File: config.mk
export PLATFORM = sky130hd
export DESIGN_NAME = safe_stop_release_supervisor_top_flat
export DESIGN_NICKNAME = d
export VERILOG_FILES = /design/src/sssr_pkg.sv /design/src/sssr_if.sv /design/src/safe_stop_release_supervisor_top.sv /design/src/sssr_cfg_regs.sv /design/src/sssr_mod_pipe.sv /design/src/sssr_remod.sv /design/src/sssr_core.sv /design/src/flat_wrapper.sv
export VERILOG_INCLUDE_DIRS = /design/src /design/src/src
export SDC_FILE = /design/constraint.sdc
export NUM_CORES = 2
export LEC_CHECK = 0
export BUFFER_PORTS_ARGS = -buffer_cell sky130_fd_sc_hd__buf_2
export CAP_MARGIN = 20
export CORE_ASPECT_RATIO = 1.5
export CORE_MARGIN = 2
export CORE_UTILIZATION = 51
export CTS_CLUSTER_DIAMETER = 100
export CTS_CLUSTER_SIZE = 16
export DETAILED_ROUTE_END_ITERATION = 8
export HOLD_SLACK_MARGIN = 0.05
export PLACE_DENSITY = 0.76
export SLEW_MARGIN = 25
export SYNTH_ARGS = -nofsm -noshare
export SYNTH_HDL_FRONTEND = slang
export SYNTH_SLANG_ARGS = --single-unit
File: constraint.sdc
create_clock -name clk -period 9.5 [get_ports clk]
set_input_delay 0.475 -clock clk [delete_from_list [all_inputs] [get_ports clk]]
set_output_delay 0.475 -clock clk [all_outputs]
set_load 0.02 [all_outputs]
File: src/safe_stop_release_supervisor_top_assert.svh
// Assertion macros for the safe stop release supervisor.
`ifndef SAFE_STOP_RELEASE_SUPERVISOR_TOP_ASSERT_SVH
`define SAFE_STOP_RELEASE_SUPERVISOR_TOP_ASSERT_SVH
`ifndef SYNTHESIS
`define SSSR_ASSERT(lbl, prop, msg) \
    lbl: assert property (@(posedge clk) disable iff (!rst_n) prop) else $error(msg);
`define SSSR_ASSERT_NEVER(lbl, cond, msg) \
    `SSSR_ASSERT(lbl, !(cond), msg)
`else
`define SSSR_ASSERT(lbl, prop, msg)
`define SSSR_ASSERT_NEVER(lbl, cond, msg)
`endif
`endif

File: src/sssr_pkg.sv
// Shared types, codes and the modulo step of the safe stop release supervisor.
package sssr_pkg;

    localparam int POS_W      = 20;
    localparam int SEQ_W      = 32;
    localparam int SPD_W      = 16;
    localparam int LIM_W      = 15;
    localparam int MARGIN_W   = 16;
    localparam int CONF_W     = 8;
    localparam int STREAK_W   = 16;
    localparam int CFG_IDX_W  = 8;
    localparam int CFG_DATA_W = 32;
    localparam int BIT_IDX_W  = $clog2(POS_W);

    localparam logic [1:0] OP_ACTIVATE = 2'd0;
    localparam logic [1:0] OP_RESET    = 2'd1;
    localparam logic [1:0] OP_EVAL     = 2'd2;
    localparam logic [1:0] OP_NONE     = 2'd3;

    localparam logic [1:0] WHY_NONE   = 2'd0;
    localparam logic [1:0] WHY_PASSED = 2'd1;
    localparam logic [1:0] WHY_AVOID  = 2'd2;
    localparam logic [1:0] WHY_CLEAR  = 2'd3;

    localparam logic [CFG_IDX_W-1:0] CFG_TRACK_LENGTH = 8'd0;
    localparam logic [CFG_IDX_W-1:0] CFG_PASS_MARGIN  = 8'd1;
    localparam logic [CFG_IDX_W-1:0] CFG_STOP_LIMIT   = 8'd2;
    localparam logic [CFG_IDX_W-1:0] CFG_CONFIRM      = 8'd3;

    typedef struct packed {
        logic [1:0]              op;
        logic [POS_W-1:0]        position;
        logic [POS_W-1:0]        danger_end;
        logic signed [SPD_W-1:0] speed;
        logic [SEQ_W-1:0]        frame_seq;
        logic                    avoid_valid;
        logic                    frame_empty;
        logic                    corridor_clear;
        logic                    can_select_avoid;
    } sssr_req_t;

    typedef struct packed {
        logic                latched;
        logic                release_ok;
        logic [1:0]          release_why;
        logic                handoff_ok;
        logic                passed_flag;
        logic                stopped_flag;
        logic                cond_b;
        logic                cond_c;
        logic [STREAK_W-1:0] avoid_streak_out;
        logic [STREAK_W-1:0] clear_streak_out;
    } sssr_res_t;

    typedef struct packed {
        logic [CFG_IDX_W-1:0]  index;
        logic [CFG_DATA_W-1:0] value;
    } sssr_cfg_wr_t;

    typedef struct packed {
        logic [POS_W-1:0]    track_length;
        logic [MARGIN_W-1:0] pass_margin;
        logic [LIM_W-1:0]    stopped_speed_limit;
        logic [CONF_W-1:0]   confirm_cycles;
    } sssr_cfg_t;

    typedef struct packed {
        sssr_req_t        req;
        logic [POS_W-1:0] rem;
    } sssr_stage_t;

    typedef struct packed {
        logic             load;
        logic [POS_W-1:0] value;
    } sssr_mod_load_t;

    function automatic logic [POS_W-1:0] mod_step(input logic [POS_W-1:0] rem,
                                                  input logic bit_in,
                                                  input logic [POS_W-1:0] len);
        logic [POS_W:0] partial;
        logic [POS_W:0] diff;
        partial = {rem, bit_in};
        diff    = partial - {1'b0, len};
        if (partial >= {1'b0, len})
        begin
            mod_step = diff[POS_W-1:0];
        end
        else
        begin
            mod_step = partial[POS_W-1:0];
        end
    endfunction

endpackage

File: src/sssr_if.sv
// Request, result and configuration channel interfaces.
interface sssr_req_if import sssr_pkg::*; ();
    logic      valid;
    logic      ready;
    sssr_req_t data;
    modport source (output valid, output data, input ready);
    modport sink (input valid, input data, output ready);
endinterface

interface sssr_res_if import sssr_pkg::*; ();
    logic      valid;
    logic      ready;
    sssr_res_t data;
    modport source (output valid, output data, input ready);
    modport sink (input valid, input data, output ready);
endinterface

interface sssr_cfg_if import sssr_pkg::*; ();
    logic         valid;
    logic         ready;
    sssr_cfg_wr_t data;
    modport source (output valid, output data, input ready);
    modport sink (input valid, input data, output ready);
endinterface

File: src/safe_stop_release_supervisor_top.sv
// Top level of the safe stop release supervisor.
//
// Channels: req takes one request per handshake (activate, reset, evaluate);
// res returns one result for each evaluate request and none for the others;
// cfg writes a configuration register by index, always ready.
// A request accepted at a clock edge passes through the 20-stage position
// reduction pipeline and then updates the latch state, and its result is
// shown in the output register from then on.
// Throughput: one request per cycle unless a held result stalls an evaluate
// request; it is set by the pipeline that reduces the position modulo the
// lap length one bit per stage. A lap length write re-reduces the stored
// start position one bit a cycle, which ends before a request accepted
// after the write reaches the decision stage.
// Reset clears the latch, streaks and sequence marks, sets the confirm count
// to one and the other configuration registers to zero; no clearing pass is needed.
// When the receiver stalls, the result holds in the output register while
// the pipeline keeps taking requests until its stages fill.
module safe_stop_release_supervisor_top import sssr_pkg::*; (
    input logic       clk,
    input logic       rst_n,
    sssr_req_if.sink  req,
    sssr_res_if.source res,
    sssr_cfg_if.sink  cfg
);

    sssr_cfg_t        cfg_val;
    logic             len_wr;
    logic             pipe_valid;
    logic             pipe_ready;
    sssr_stage_t      pipe_item;
    logic [POS_W-1:0] start_mod;
    logic [POS_W-1:0] start_pos;
    sssr_mod_load_t   start_load;

    sssr_cfg_regs u_cfg (
        .clk     (clk),
        .rst_n   (rst_n),
        .cfg     (cfg),
        .cfg_out (cfg_val),
        .len_wr  (len_wr)
    );

    sssr_mod_pipe u_pipe (
        .clk       (clk),
        .rst_n     (rst_n),
        .in_valid  (req.valid),
        .in_ready  (req.ready),
        .in_item   (req.data),
        .len       (cfg_val.track_length),
        .out_valid (pipe_valid),
        .out_ready (pipe_ready),
        .out_item  (pipe_item)
    );

    sssr_remod u_remod (
        .clk       (clk),
        .rst_n     (rst_n),
        .load      (start_load),
        .raw       (start_pos),
        .len_wr    (len_wr),
        .len       (cfg_val.track_length),
        .start_mod (start_mod)
    );

    sssr_core u_core (
        .clk        (clk),
        .rst_n      (rst_n),
        .in_valid   (pipe_valid),
        .in_ready   (pipe_ready),
        .in_item    (pipe_item),
        .cfg        (cfg_val),
        .start_mod  (start_mod),
        .start_pos  (start_pos),
        .start_load (start_load),
        .res        (res)
    );

endmodule

File: src/sssr_cfg_regs.sv
// Configuration register file.
module sssr_cfg_regs import sssr_pkg::*; (
    input  logic      clk,
    input  logic      rst_n,
    sssr_cfg_if.sink  cfg,
    output sssr_cfg_t cfg_out,
    output logic      len_wr
);

    sssr_cfg_t cfg_reg;
    logic      wr;

    assign cfg.ready = 1'b1;
    assign wr        = cfg.valid;
    assign len_wr    = wr && (cfg.data.index == CFG_TRACK_LENGTH);
    assign cfg_out   = cfg_reg;

    always_ff @(posedge clk or negedge rst_n)
    begin
        if (!rst_n)
        begin
            cfg_reg.track_length        <= '0;
            cfg_reg.pass_margin         <= '0;
            cfg_reg.stopped_speed_limit <= '0;
            cfg_reg.confirm_cycles      <= CONF_W'(1);
        end
        else if (wr)
        begin
            unique case (cfg.data.index)
                CFG_TRACK_LENGTH: cfg_reg.track_length <= cfg.data.value[POS_W-1:0];
                CFG_PASS_MARGIN:  cfg_reg.pass_margin <= cfg.data.value[MARGIN_W-1:0];
                CFG_STOP_LIMIT:   cfg_reg.stopped_speed_limit <= cfg.data.value[LIM_W-1:0];
                CFG_CONFIRM:      cfg_reg.confirm_cycles <= cfg.data.value[CONF_W-1:0];
                default:
                begin
                end
            endcase
        end
    end

endmodule

File: src/sssr_mod_pipe.sv
// Position reduction pipeline: one remainder bit per stage.
module sssr_mod_pipe import sssr_pkg::*; (
    input  logic             clk,
    input  logic             rst_n,
    input  logic             in_valid,
    output logic             in_ready,
    input  sssr_req_t        in_item,
    input  logic [POS_W-1:0] len,
    output logic             out_valid,
    input  logic             out_ready,
    output sssr_stage_t      out_item
);

    localparam int NUM_STAGES = POS_W;

    logic [NUM_STAGES-1:0] vld_reg;
    logic [NUM_STAGES-1:0] take;
    sssr_stage_t           item_reg [NUM_STAGES];

    genvar k;
    generate
        for (k = 0; k < NUM_STAGES; k++)
        begin : g_stage
            sssr_stage_t src;
            sssr_stage_t stage_next;
            logic        src_vld;
            logic        down_rdy;

            if (k == 0)
            begin : g_first
                assign src_vld = in_valid;
                assign src     = '{req: in_item, rem: '0};
            end
            else
            begin : g_rest
                assign src_vld = vld_reg[k-1];
                assign src     = item_reg[k-1];
            end

            if (k == NUM_STAGES - 1)
            begin : g_last
                assign down_rdy = out_ready;
            end
            else
            begin : g_mid
                assign down_rdy = take[k+1];
            end

            assign take[k] = !vld_reg[k] || down_rdy;

            always_comb
            begin
                stage_next     = src;
                stage_next.rem = mod_step(src.rem, src.req.position[POS_W-1-k], len);
            end

            always_ff @(posedge clk or negedge rst_n)
            begin
                if (!rst_n)
                begin
                    vld_reg[k] <= 1'b0;
                end
                else if (take[k])
                begin
                    vld_reg[k] <= src_vld;
                end
            end

            always_ff @(posedge clk)
            begin
                if (take[k] && src_vld)
                begin
                    item_reg[k] <= stage_next;
                end
            end
        end
    endgenerate

    assign in_ready  = take[0];
    assign out_valid = vld_reg[NUM_STAGES-1];
    assign out_item  = item_reg[NUM_STAGES-1];

endmodule

File: src/sssr_remod.sv
// Start position remainder, reloaded on activate and re-reduced after a lap length write.
module sssr_remod import sssr_pkg::*; (
    input  logic             clk,
    input  logic             rst_n,
    input  sssr_mod_load_t   load,
    input  logic [POS_W-1:0] raw,
    input  logic             len_wr,
    input  logic [POS_W-1:0] len,
    output logic [POS_W-1:0] start_mod
);

    logic                 busy_reg;
    logic [BIT_IDX_W-1:0] cnt_reg;
    logic [POS_W-1:0]     rem_reg;
    logic [POS_W-1:0]     start_mod_reg;
    logic [POS_W-1:0]     rem_next;

    assign rem_next  = mod_step(rem_reg, raw[cnt_reg], len);
    assign start_mod = start_mod_reg;

    always_ff @(posedge clk or negedge rst_n)
    begin
        if (!rst_n)
        begin
            busy_reg      <= 1'b0;
            cnt_reg       <= '0;
            rem_reg       <= '0;
            start_mod_reg <= '0;
        end
        else
        begin
            if (len_wr)
            begin
                busy_reg <= 1'b1;
                cnt_reg  <= BIT_IDX_W'(POS_W - 1);
                rem_reg  <= '0;
            end
            else if (busy_reg)
            begin
                rem_reg <= rem_next;
                cnt_reg <= cnt_reg - 1'b1;
                if (cnt_reg == '0)
                begin
                    busy_reg <= 1'b0;
                end
            end

            priority if (load.load)
            begin
                start_mod_reg <= load.value;
            end
            else if (busy_reg && !len_wr && (cnt_reg == '0))
            begin
                start_mod_reg <= rem_next;
            end
        end
    end

endmodule

File: src/sssr_core.sv
// Latch state, release decision and result register.
`include "safe_stop_release_supervisor_top_assert.svh"
module sssr_core import sssr_pkg::*; (
    input  logic             clk,
    input  logic             rst_n,
    input  logic             in_valid,
    output logic             in_ready,
    input  sssr_stage_t      in_item,
    input  sssr_cfg_t        cfg,
    input  logic [POS_W-1:0] start_mod,
    output logic [POS_W-1:0] start_pos,
    output sssr_mod_load_t   start_load,
    sssr_res_if.source       res
);

    logic                latch_reg;
    logic [POS_W-1:0]    start_pos_reg;
    logic [POS_W-1:0]    danger_reg;
    logic [SEQ_W-1:0]    start_seq_reg;
    logic [STREAK_W-1:0] avoid_streak_reg;
    logic [STREAK_W-1:0] clear_streak_reg;
    logic [SEQ_W-1:0]    last_seq_reg;
    logic                out_valid_reg;
    sssr_res_t           out_reg;

    logic [STREAK_W-1:0] avoid_streak_next;
    logic [STREAK_W-1:0] clear_streak_next;
    logic [SEQ_W-1:0]    last_seq_next;
    sssr_res_t           res_next;

    logic                fire;
    logic                is_eval;
    logic                len_nz;
    logic [POS_W:0]      diff;
    logic [POS_W:0]      wrapped;
    logic [POS_W-1:0]    driven;
    logic                guard;
    logic [POS_W:0]      pass_thresh;
    logic                passed;
    logic                behind;
    logic [SPD_W:0]      spd_abs;
    logic                stopped;
    logic                fresh;
    logic                evidence;
    logic [CONF_W-1:0]   need;
    logic                cb;
    logic                cc;

    function automatic logic [STREAK_W-1:0] bump(input logic [STREAK_W-1:0] v);
        bump = (v == {STREAK_W{1'b1}}) ? v : v + 1'b1;
    endfunction

    assign is_eval  = (in_item.req.op == OP_EVAL);
    assign in_ready = !is_eval || !out_valid_reg || res.ready;
    assign fire     = in_valid && in_ready;

    assign len_nz      = |cfg.track_length;
    assign diff        = {1'b0, in_item.rem} - {1'b0, start_mod};
    assign wrapped     = diff[POS_W] ? (diff + {1'b0, cfg.track_length}) : diff;
    assign driven      = wrapped[POS_W-1:0];
    assign guard       = len_nz && ({driven, 1'b0} < {1'b0, cfg.track_length});
    assign pass_thresh = {1'b0, danger_reg} + (POS_W + 1)'(cfg.pass_margin);
    assign passed      = guard && ({1'b0, driven} >= pass_thresh);
    assign behind      = guard && (driven >= danger_reg);

    assign spd_abs = in_item.req.speed[SPD_W-1]
                   ? ((SPD_W + 1)'(1) << SPD_W) - {1'b0, in_item.req.speed}
                   : {1'b0, in_item.req.speed};
    assign stopped = spd_abs <= (SPD_W + 1)'(cfg.stopped_speed_limit);

    assign fresh    = in_item.req.frame_seq > start_seq_reg;
    assign evidence = in_item.req.frame_empty ? (behind && fresh) : in_item.req.corridor_clear;
    assign need     = (cfg.confirm_cycles == '0) ? CONF_W'(1) : cfg.confirm_cycles;

    always_comb
    begin
        avoid_streak_next = in_item.req.avoid_valid ? bump(avoid_streak_reg) : '0;
        clear_streak_next = clear_streak_reg;
        last_seq_next     = last_seq_reg;
        if (stopped && evidence)
        begin
            if (in_item.req.frame_seq != last_seq_reg)
            begin
                clear_streak_next = bump(clear_streak_reg);
                last_seq_next     = in_item.req.frame_seq;
            end
        end
        else
        begin
            clear_streak_next = '0;
            last_seq_next     = '0;
        end
    end

    assign cb = (avoid_streak_next >= STREAK_W'(need)) && in_item.req.can_select_avoid;
    assign cc = clear_streak_next >= STREAK_W'(need);

    always_comb
    begin
        res_next = '0;
        if (!latch_reg)
        begin
            res_next.handoff_ok = 1'b1;
        end
        else
        begin
            res_next.latched          = 1'b1;
            res_next.passed_flag      = passed;
            res_next.stopped_flag     = stopped;
            res_next.cond_b           = cb;
            res_next.cond_c           = cc;
            res_next.avoid_streak_out = avoid_streak_next;
            res_next.clear_streak_out = clear_streak_next;
            priority if (passed)
            begin
                res_next.release_ok  = 1'b1;
                res_next.release_why = WHY_PASSED;
                res_next.handoff_ok  = 1'b1;
            end
            else if (cb)
            begin
                res_next.release_ok  = 1'b1;
                res_next.release_why = WHY_AVOID;
            end
            else if (cc)
            begin
                res_next.release_ok  = 1'b1;
                res_next.release_why = WHY_CLEAR;
                res_next.handoff_ok  = 1'b1;
            end
            else
            begin
                res_next.release_why = WHY_NONE;
            end
        end
    end

    assign start_load.load  = fire && ((in_item.req.op == OP_ACTIVATE) ||
                                       (in_item.req.op == OP_RESET));
    assign start_load.value = (in_item.req.op == OP_ACTIVATE) ? in_item.rem : '0;
    assign start_pos        = start_pos_reg;

    always_ff @(posedge clk or negedge rst_n)
    begin
        if (!rst_n)
        begin
            latch_reg        <= 1'b0;
            start_pos_reg    <= '0;
            danger_reg       <= '0;
            start_seq_reg    <= '0;
            avoid_streak_reg <= '0;
            clear_streak_reg <= '0;
            last_seq_reg     <= '0;
        end
        else if (fire)
        begin
            unique case (in_item.req.op)
                OP_ACTIVATE:
                begin
                    latch_reg        <= 1'b1;
                    start_pos_reg    <= in_item.req.position;
                    danger_reg       <= in_item.req.danger_end;
                    start_seq_reg    <= in_item.req.frame_seq;
                    avoid_streak_reg <= '0;
                    clear_streak_reg <= '0;
                    last_seq_reg     <= '0;
                end
                OP_RESET:
                begin
                    latch_reg        <= 1'b0;
                    start_pos_reg    <= '0;
                    danger_reg       <= '0;
                    start_seq_reg    <= '0;
                    avoid_streak_reg <= '0;
                    clear_streak_reg <= '0;
                    last_seq_reg     <= '0;
                end
                OP_EVAL:
                begin
                    if (latch_reg)
                    begin
                        avoid_streak_reg <= avoid_streak_next;
                        clear_streak_reg <= clear_streak_next;
                        last_seq_reg     <= last_seq_next;
                    end
                end
                OP_NONE:
                begin
                end
            endcase
        end
    end

    always_ff @(posedge clk or negedge rst_n)
    begin
        if (!rst_n)
        begin
            out_valid_reg <= 1'b0;
        end
        else if (fire && is_eval)
        begin
            out_valid_reg <= 1'b1;
        end
        else if (res.ready)
        begin
            out_valid_reg <= 1'b0;
        end
    end

    always_ff @(posedge clk)
    begin
        if (fire && is_eval)
        begin
            out_reg <= res_next;
        end
    end

    assign res.valid = out_valid_reg;
    assign res.data  = out_reg;

    `SSSR_ASSERT_NEVER(a_release_unlatched, out_valid_reg && out_reg.release_ok && !out_reg.latched, "release without latch")
    `SSSR_ASSERT(a_why_matches_ok, out_valid_reg |-> ((out_reg.release_why != WHY_NONE) == out_reg.release_ok), "release reason mismatch")
    `SSSR_ASSERT(a_reset_clears, fire && (in_item.req.op == OP_RESET) |=> !latch_reg && (avoid_streak_reg == '0) && (clear_streak_reg == '0), "reset request left latch state")
    `SSSR_ASSERT(a_clear_step, (clear_streak_reg != $past(clear_streak_reg)) |-> ((clear_streak_reg == '0) || (clear_streak_reg == $past(clear_streak_reg) + 1'b1)), "clear streak jumped")

endmodule

File: src/flat_wrapper.sv
// flat-port wrapper written by rule: the top's interface ports become plain ports
module safe_stop_release_supervisor_top_flat import sssr_pkg::*;
  (clk, rst_n, req_valid, req_data, req_ready, res_valid, res_data, res_ready, cfg_valid, cfg_data, cfg_ready);
  sssr_req_if req_i ();
  sssr_res_if res_i ();
  sssr_cfg_if cfg_i ();
  input logic clk;
  input logic rst_n;
  input wire logic [$bits(req_i.valid)-1:0] req_valid;
  input wire logic [$bits(req_i.data)-1:0] req_data;
  output wire logic [$bits(req_i.ready)-1:0] req_ready;
  output wire logic [$bits(res_i.valid)-1:0] res_valid;
  output wire logic [$bits(res_i.data)-1:0] res_data;
  input wire logic [$bits(res_i.ready)-1:0] res_ready;
  input wire logic [$bits(cfg_i.valid)-1:0] cfg_valid;
  input wire logic [$bits(cfg_i.data)-1:0] cfg_data;
  output wire logic [$bits(cfg_i.ready)-1:0] cfg_ready;
  assign req_i.valid = req_valid;
  assign req_i.data = req_data;
  assign req_ready = req_i.ready;
  assign res_valid = res_i.valid;
  assign res_data = res_i.data;
  assign res_i.ready = res_ready;
  assign cfg_i.valid = cfg_valid;
  assign cfg_i.data = cfg_data;
  assign cfg_ready = cfg_i.ready;
  safe_stop_release_supervisor_top u_core (.clk(clk), .rst_n(rst_n), .req(req_i), .res(res_i), .cfg(cfg_i));
endmodule
# Word-level counts from Yosys, hierarchy flattened
# Memories as Yosys holds them, arrays and structs flattened.
# Index checks and enable logic that the tools add are counted.
# W data, S select, Z words.
[totals] register_bits=304 ramBits=2280 in_bits=139 out_inout_bits=44 elab_cells=315 memories=1
[memory_table] name="u_core.u_pipe.item_reg" depth=20 word_bits=114 read_ports=20 rd_clocked_by_memory_dff=0 wr=20 line="sssr_mod_pipe.sv:18" rtl="sssr_stage_t item_reg [NUM_STAGES];"
[op_classes] add_sub_neg=28 n_lt_le_gt_ge=29 eq_ne=10 mux=102 bitwise_logic=1 n_reduce_logical=97
[ops] cell="$mux W20" n=27
[ops] cell="$ge A21 B20 Y1" n=20
[ops] cell="$sub A20 B20 Y20" n=20
[ops] cell="$pmux W32 S2" n=2
[ops] cell="$mux W16" n=7
[ops] cell="$mux W32" n=3
[ops] cell="$pmux W20 S2" n=2
[ops] cell="$pmux W16 S2" n=2
[ops] cell="$mux W1" n=49
[ops] cell="$add A16 B1 Y16 const B" n=2
[ops] cell="$eq A16 B16 Y1 const B" n=2
[ops] cell="$ge A16 B8 Y1" n=2
[ops] cell="$gt A32 B32 Y1" n=1
[ops] cell="$logic_and A1 B1 Y1" n=32
[ops] cell="$ne A32 B32 Y1" n=1
[ops] cell="$logic_not A1 Y1" n=23
[ops] cell="$logic_or A1 B1 Y1" n=23
[ops] cell="$add A20 B16 Y21" n=1
[ops] cell="$ge A20 B21 Y1" n=1
[ops] cell="$lt A21 B20 Y1" n=1
[ops] cell="$sub A20 B20 Y21" n=1
[ops] cell="$add A20 B20 Y20" n=1
[ops] cell="$ge A1 B20 Y1" n=1
[ops] cell="$ge A20 B20 Y1" n=1
[ops] cell="29 further kinds" n=42

# Depth between registers and ports, before layout
# An unclocked memory read counts as a cell.
[logic_depth] word_depth=28 depth_mapped=42 ltp_nobuf=41

# Hierarchy
# A second synthesis with hierarchy kept.
[hier_totals] cells_unflattened=7456 hier_area_um2=111329.3
[modules_own_cells] mod="sssr_mod_pipe" instances=1 cells_per_inst=5395 area_each_um2=91650.4 seq_area_each_um2=68966.1
[modules_own_cells] mod="sssr_core" instances=1 cells_per_inst=1556 area_each_um2=14023.4 seq_area_each_um2=4684.5
[modules_own_cells] mod="sssr_remod" instances=1 cells_per_inst=375 area_each_um2=3309.4 seq_area_each_um2=1151.1
[modules_own_cells] mod="sssr_cfg_regs" instances=1 cells_per_inst=130 area_each_um2=2346.0 seq_area_each_um2=1477.7

# Worst setup path after synthesis
# No wires, ideal clock.
[synth_path] kind="input-to-reg" startpoint="in res_ready" endpoint="mem u_core.u_pipe.item_reg[3][0] in the netlist's numbering (enable)" setup_time_ns=0.762 arrival_time_ns=9.346 required_time_ns=8.738 setup_slack_ns=-0.608 stages=5 n_path_buf=0 path_cell_list="nand2b_1 nor2_1 and3_1 and3_1 a21boi_0"
[synth_rtl] element="start, declared" line="flat_wrapper.sv:14" rtl="input wire logic [$bits(res_i.ready)-1:0] res_ready;"
[synth_rtl] element="end, declared" line="sssr_mod_pipe.sv:18"

==> impl_results.md <==
* Run status: finished, final reports clean
* Number of buffers added for setup after CTS at 0
* Worst hold path class: in2async
* Simple-gate portion of the synthesized area at under 10%
* Worst-path cell with the longest stage delay: sky130_fd_sc_hd__o21ai_0
* TritonCTS buffer count at approximately 190
* Required time worst endpoint at around 10 ns
* Synthesis-to-finish area growth at 9.996%
* Buf+Inv Stages, Crit Path at 2
* Category of cells accounting for the largest share of critical-path delay: compound AO/OA/AOI/OAI gates
* Number of sinks driven by the clock tree at roughly 2600
* Distinct cell type count after synthesis at 98
* Period minus WS final at approximately 8.7 ns
* Reported leakage power at between 40 and 50 nW
* Highest Signal Layer: met4
* Sum of negative setup slack at 0 ns
* Synth Flop Type: sky130_fd_sc_hd__edfxtp_1
* Cells after synthesis at approximately 7500
* Category of the critical setup timing path: reg2reg
* Number of cells upsized or downsized after cts at 0
* Number of vias per cell after detailed routing at about 5.7
* DRC at 0
* Number of buffers inserted for hold repair after clock tree synthesis at around 120
* Number of nets with antenna violations after detailed routing at 0
* Pin count of the biggest net entering global routing at approximately 160
* Routed wire length on met3 at around 8400 um
* Post-synthesis sequential element count at ~2600
* Crit path max fanout at 32
* Initial DRC count at ~3800
* Hold Fails Final Rpt at 0
* GR Overflow Total at 0
* Clock H-tree levels at 4
* Arrival time at the worst endpoint at about 9 ns
* Clock tree from TritonCTS: built
* Library cell appearing most often on the critical path: sky130_fd_sc_hd__a21o_1
* Initial antenna violation count at 7
* Compound-cell area share of the yosys netlist at 8.358%
* Period utilisation layout at 91.49%
* Sequential area share after synthesis at between 60% and 70%
* Final core utilization at 56.45%
* Final HPWL DP at about 150000 um
* Synth async-reset ratio at ~10%
* Commonest cells in the synthesized netlist: 2321 x sky130_fd_sc_hd__edfxtp_1, 584 x sky130_fd_sc_hd__ha_1, 466 x sky130_fd_sc_hd__nand2_1
* Fmax at approximately 0.12 GHz
* Wire length of the first global-routing pass at ~350000 um
* Synthesized cell area at 0.1110 mm2
* Most common cell in the synthesized netlist: sky130_fd_sc_hd__edfxtp_1
* Number of max-slew violations in the final report at 0
* Unrepaired setup endpoints after global routing: false
* Fraction of final layout cells with drive strength greater than 1 at around 11%
* PwrDens at between 200 and 300 mW/mm2
* Total Die Area at between 0.2 and 0.25 mm2
* Total power after layout at between 30 and 40 mW
* Vias in the first global route at 62338
* CTS clk-pin slew, worst paths at about 0.070 ns
* Post-Syn Nets at 8234
* Setup-failing EPs final at 0
* Area share of the largest cell type after synthesis at a little over three fifths
* Library cell with the largest summed area after synthesis: sky130_fd_sc_hd__edfxtp_1
* Average wire length per cell after detail routing at ~21 um
* Die height at roughly 580 um
* Die span in x at about 380 um
* GP Congestion at about 0.9
* Multiplexer area fraction after synthesis at around 3.7%
* Synthesized area per cell at 14.82 um2
* Router iterations before antenna repair at 5
* IO Pins at 183
* Placeable core area at between 0.2 and 0.25 mm2
* Warning count from the yosys run at 0
* Wl on met1 at around 88000 um
* Port Buffer Count at 169
* Max-cap violations at 0
* Starting density of the core at approximately half
* Number of inserted filler cells in the final layout at around 17000
* Critical R2R Launch: u_core.u_pipe.item_reg[4][342]
* Detailed route wirelength on metal2 at 117000 um
* Nets at 8666
* Leading post-synthesis cells by cell area: sky130_fd_sc_hd__edfxtp_1 63%, sky130_fd_sc_hd__ha_1 6.6%, sky130_fd_sc_hd__dfrtp_1 5.9%, sky130_fd_sc_hd__mux2_2 3.0%, sky130_fd_sc_hd__xnor2_1 2.1%
* Longest individual stage delay on the worst path at approximately 0.44 ns
* Overall via count from detail_route at about 62000
* Final wirelength at 225300 um
* Number of synthesized flops with an enable pin at roughly 2300
* Post-Route Skew at approximately 0.10 ns
* Worst setup path start: u_core.u_pipe.item_reg[4][342]
* Largest family of logic cells by synthesized area: compound AO/OA/AOI/OAI gates
* Number of flip-flops under the largest register name at 2280
* XOR/XNOR Fraction of Synth Area at under 10%
* Type of element capturing the critical path: flip-flop
* Adder and majority cell fraction of the synthesized area at 6.999%
* Worst skew pair latency at 0.86 ns
* Clk buf depth at 4
* Slew Limit Headroom at 29.73%
* Standard-cell rows at ~210
* Worst IR Drop VDD at 0.0002147 V
* Crit path launch type: flip-flop
* Clock Tree Root: sky130_fd_sc_hd__clkbuf_16
* Global-route total usage across every layer at 20.20%
* Slew at the pin closest to its max-slew limit at approximately 1.0 ns
==> placed cells by master, fill, tap and decap left out, types with 83 or more instances in the layout <==
cell type	count
sky130_fd_sc_hd__edfxtp_1	2321
sky130_fd_sc_hd__ha_1	584
sky130_fd_sc_hd__nand2_1	464
sky130_fd_sc_hd__o21ai_0	380
sky130_fd_sc_hd__nor2_1	338
sky130_fd_sc_hd__inv_1	330
sky130_fd_sc_hd__a21oi_1	301
sky130_fd_sc_hd__mux2_2	293
sky130_fd_sc_hd__dfrtp_1	261
sky130_fd_sc_hd__xnor2_1	260
sky130_fd_sc_hd__clkbuf_16	189
sky130_fd_sc_hd__buf_2	168
sky130_fd_sc_hd__nor3_1	143
sky130_fd_sc_hd__a21o_1	138
sky130_fd_sc_hd__xor2_1	120
sky130_fd_sc_hd__dlygate4sd3_1	117
sky130_fd_sc_hd__nand3_1	114
sky130_fd_sc_hd__nand4_1	100
sky130_fd_sc_hd__nor2b_1	85
sky130_fd_sc_hd__clkbuf_1	83
==> power breakdown <==
group / total, mW / leakage [nW] / switching, mW / internal, mW
sequential: 14.3 / 26.0 / 0.568 / 13.7
combinational: 9.40 / 17.9 / 5.42 / 3.98
clock: 7.32 / 2.50 / 3.62 / 3.70
total: 31.0 / 46.4 / 9.61 / 21.4
==> final timing paths <==
| kind | to | slack [ns] | cells after the start |
|---|---|---|---|
| worst max-delay path | u_core.u_core.res.data[39] | 0.81 | 40 |
| worst min-delay path | u_core.u_core.start_pos[0] | 0.23 | 2 |
| worst max register to register | u_core.u_core.res.data[39] | 0.81 | 40 |
| worst min register to register | u_core.u_pipe.item_reg[0][333] | 0.37 | 0 |
| max in group asynchronous | u_core.u_core.last_seq_reg[23] | 7.62 | 4 |
| min in group clk | u_core.u_pipe.item_reg[0][63] | 0.32 | 2 |
==> cell type report <==
class                   instances  area [um2]  share of cell area, %
flip-flops and latches       2584       76280                  62.49
multi-input cells            4439       33050                  27.07
clock buffers                 272        5041                  4.130
well taps                    2848        3563                  2.919
repair buffers                371        2718                  2.226
inverters                     336        1261                  1.033
clock inverters                10       147.6                 0.1209
diodes                          4       10.01               0.008200
==> stage by stage <==
| stage | area [um2] | hold slack, ns | std cells | setup WS, ns |
|---|---|---|---|---|
| after floorplan | 111000 | 0.1794 | 7488 | 1.756 |
| after global placement | 115600 | 0.4002 | 10459 | 0.5961 |
| after detailed placement | 115600 | 0.4045 | 10459 | 0.4008 |
| after CTS | 122000 | 0.2401 | 10858 | 0.3827 |
| after global routing | 122100 | 0.2329 | 10861 | 0.1389 |
| final | 122100 | 0.2349 | 10864 | 0.8081 |
==> cell families (layout without fill, tap and decap cells) <==
group	count (synthesis)	after routing
buf+inv	465	989
compound gates	1408	1408
flops	2584	2584
mux	371	371
simple gates	1672	1672
xor+xnor	380	380
fa+ha+maj	607	607
other cells	1	5
==> layer usage <==
layer	global-route usage, %	vias to the layer above
met5	0	-
met4	9.966	0
met3	2.369	520
met2	36.27	1481
met1	23.86	30304
li1	-	29300
Note: power is estimated with default switching activity, not from simulation.
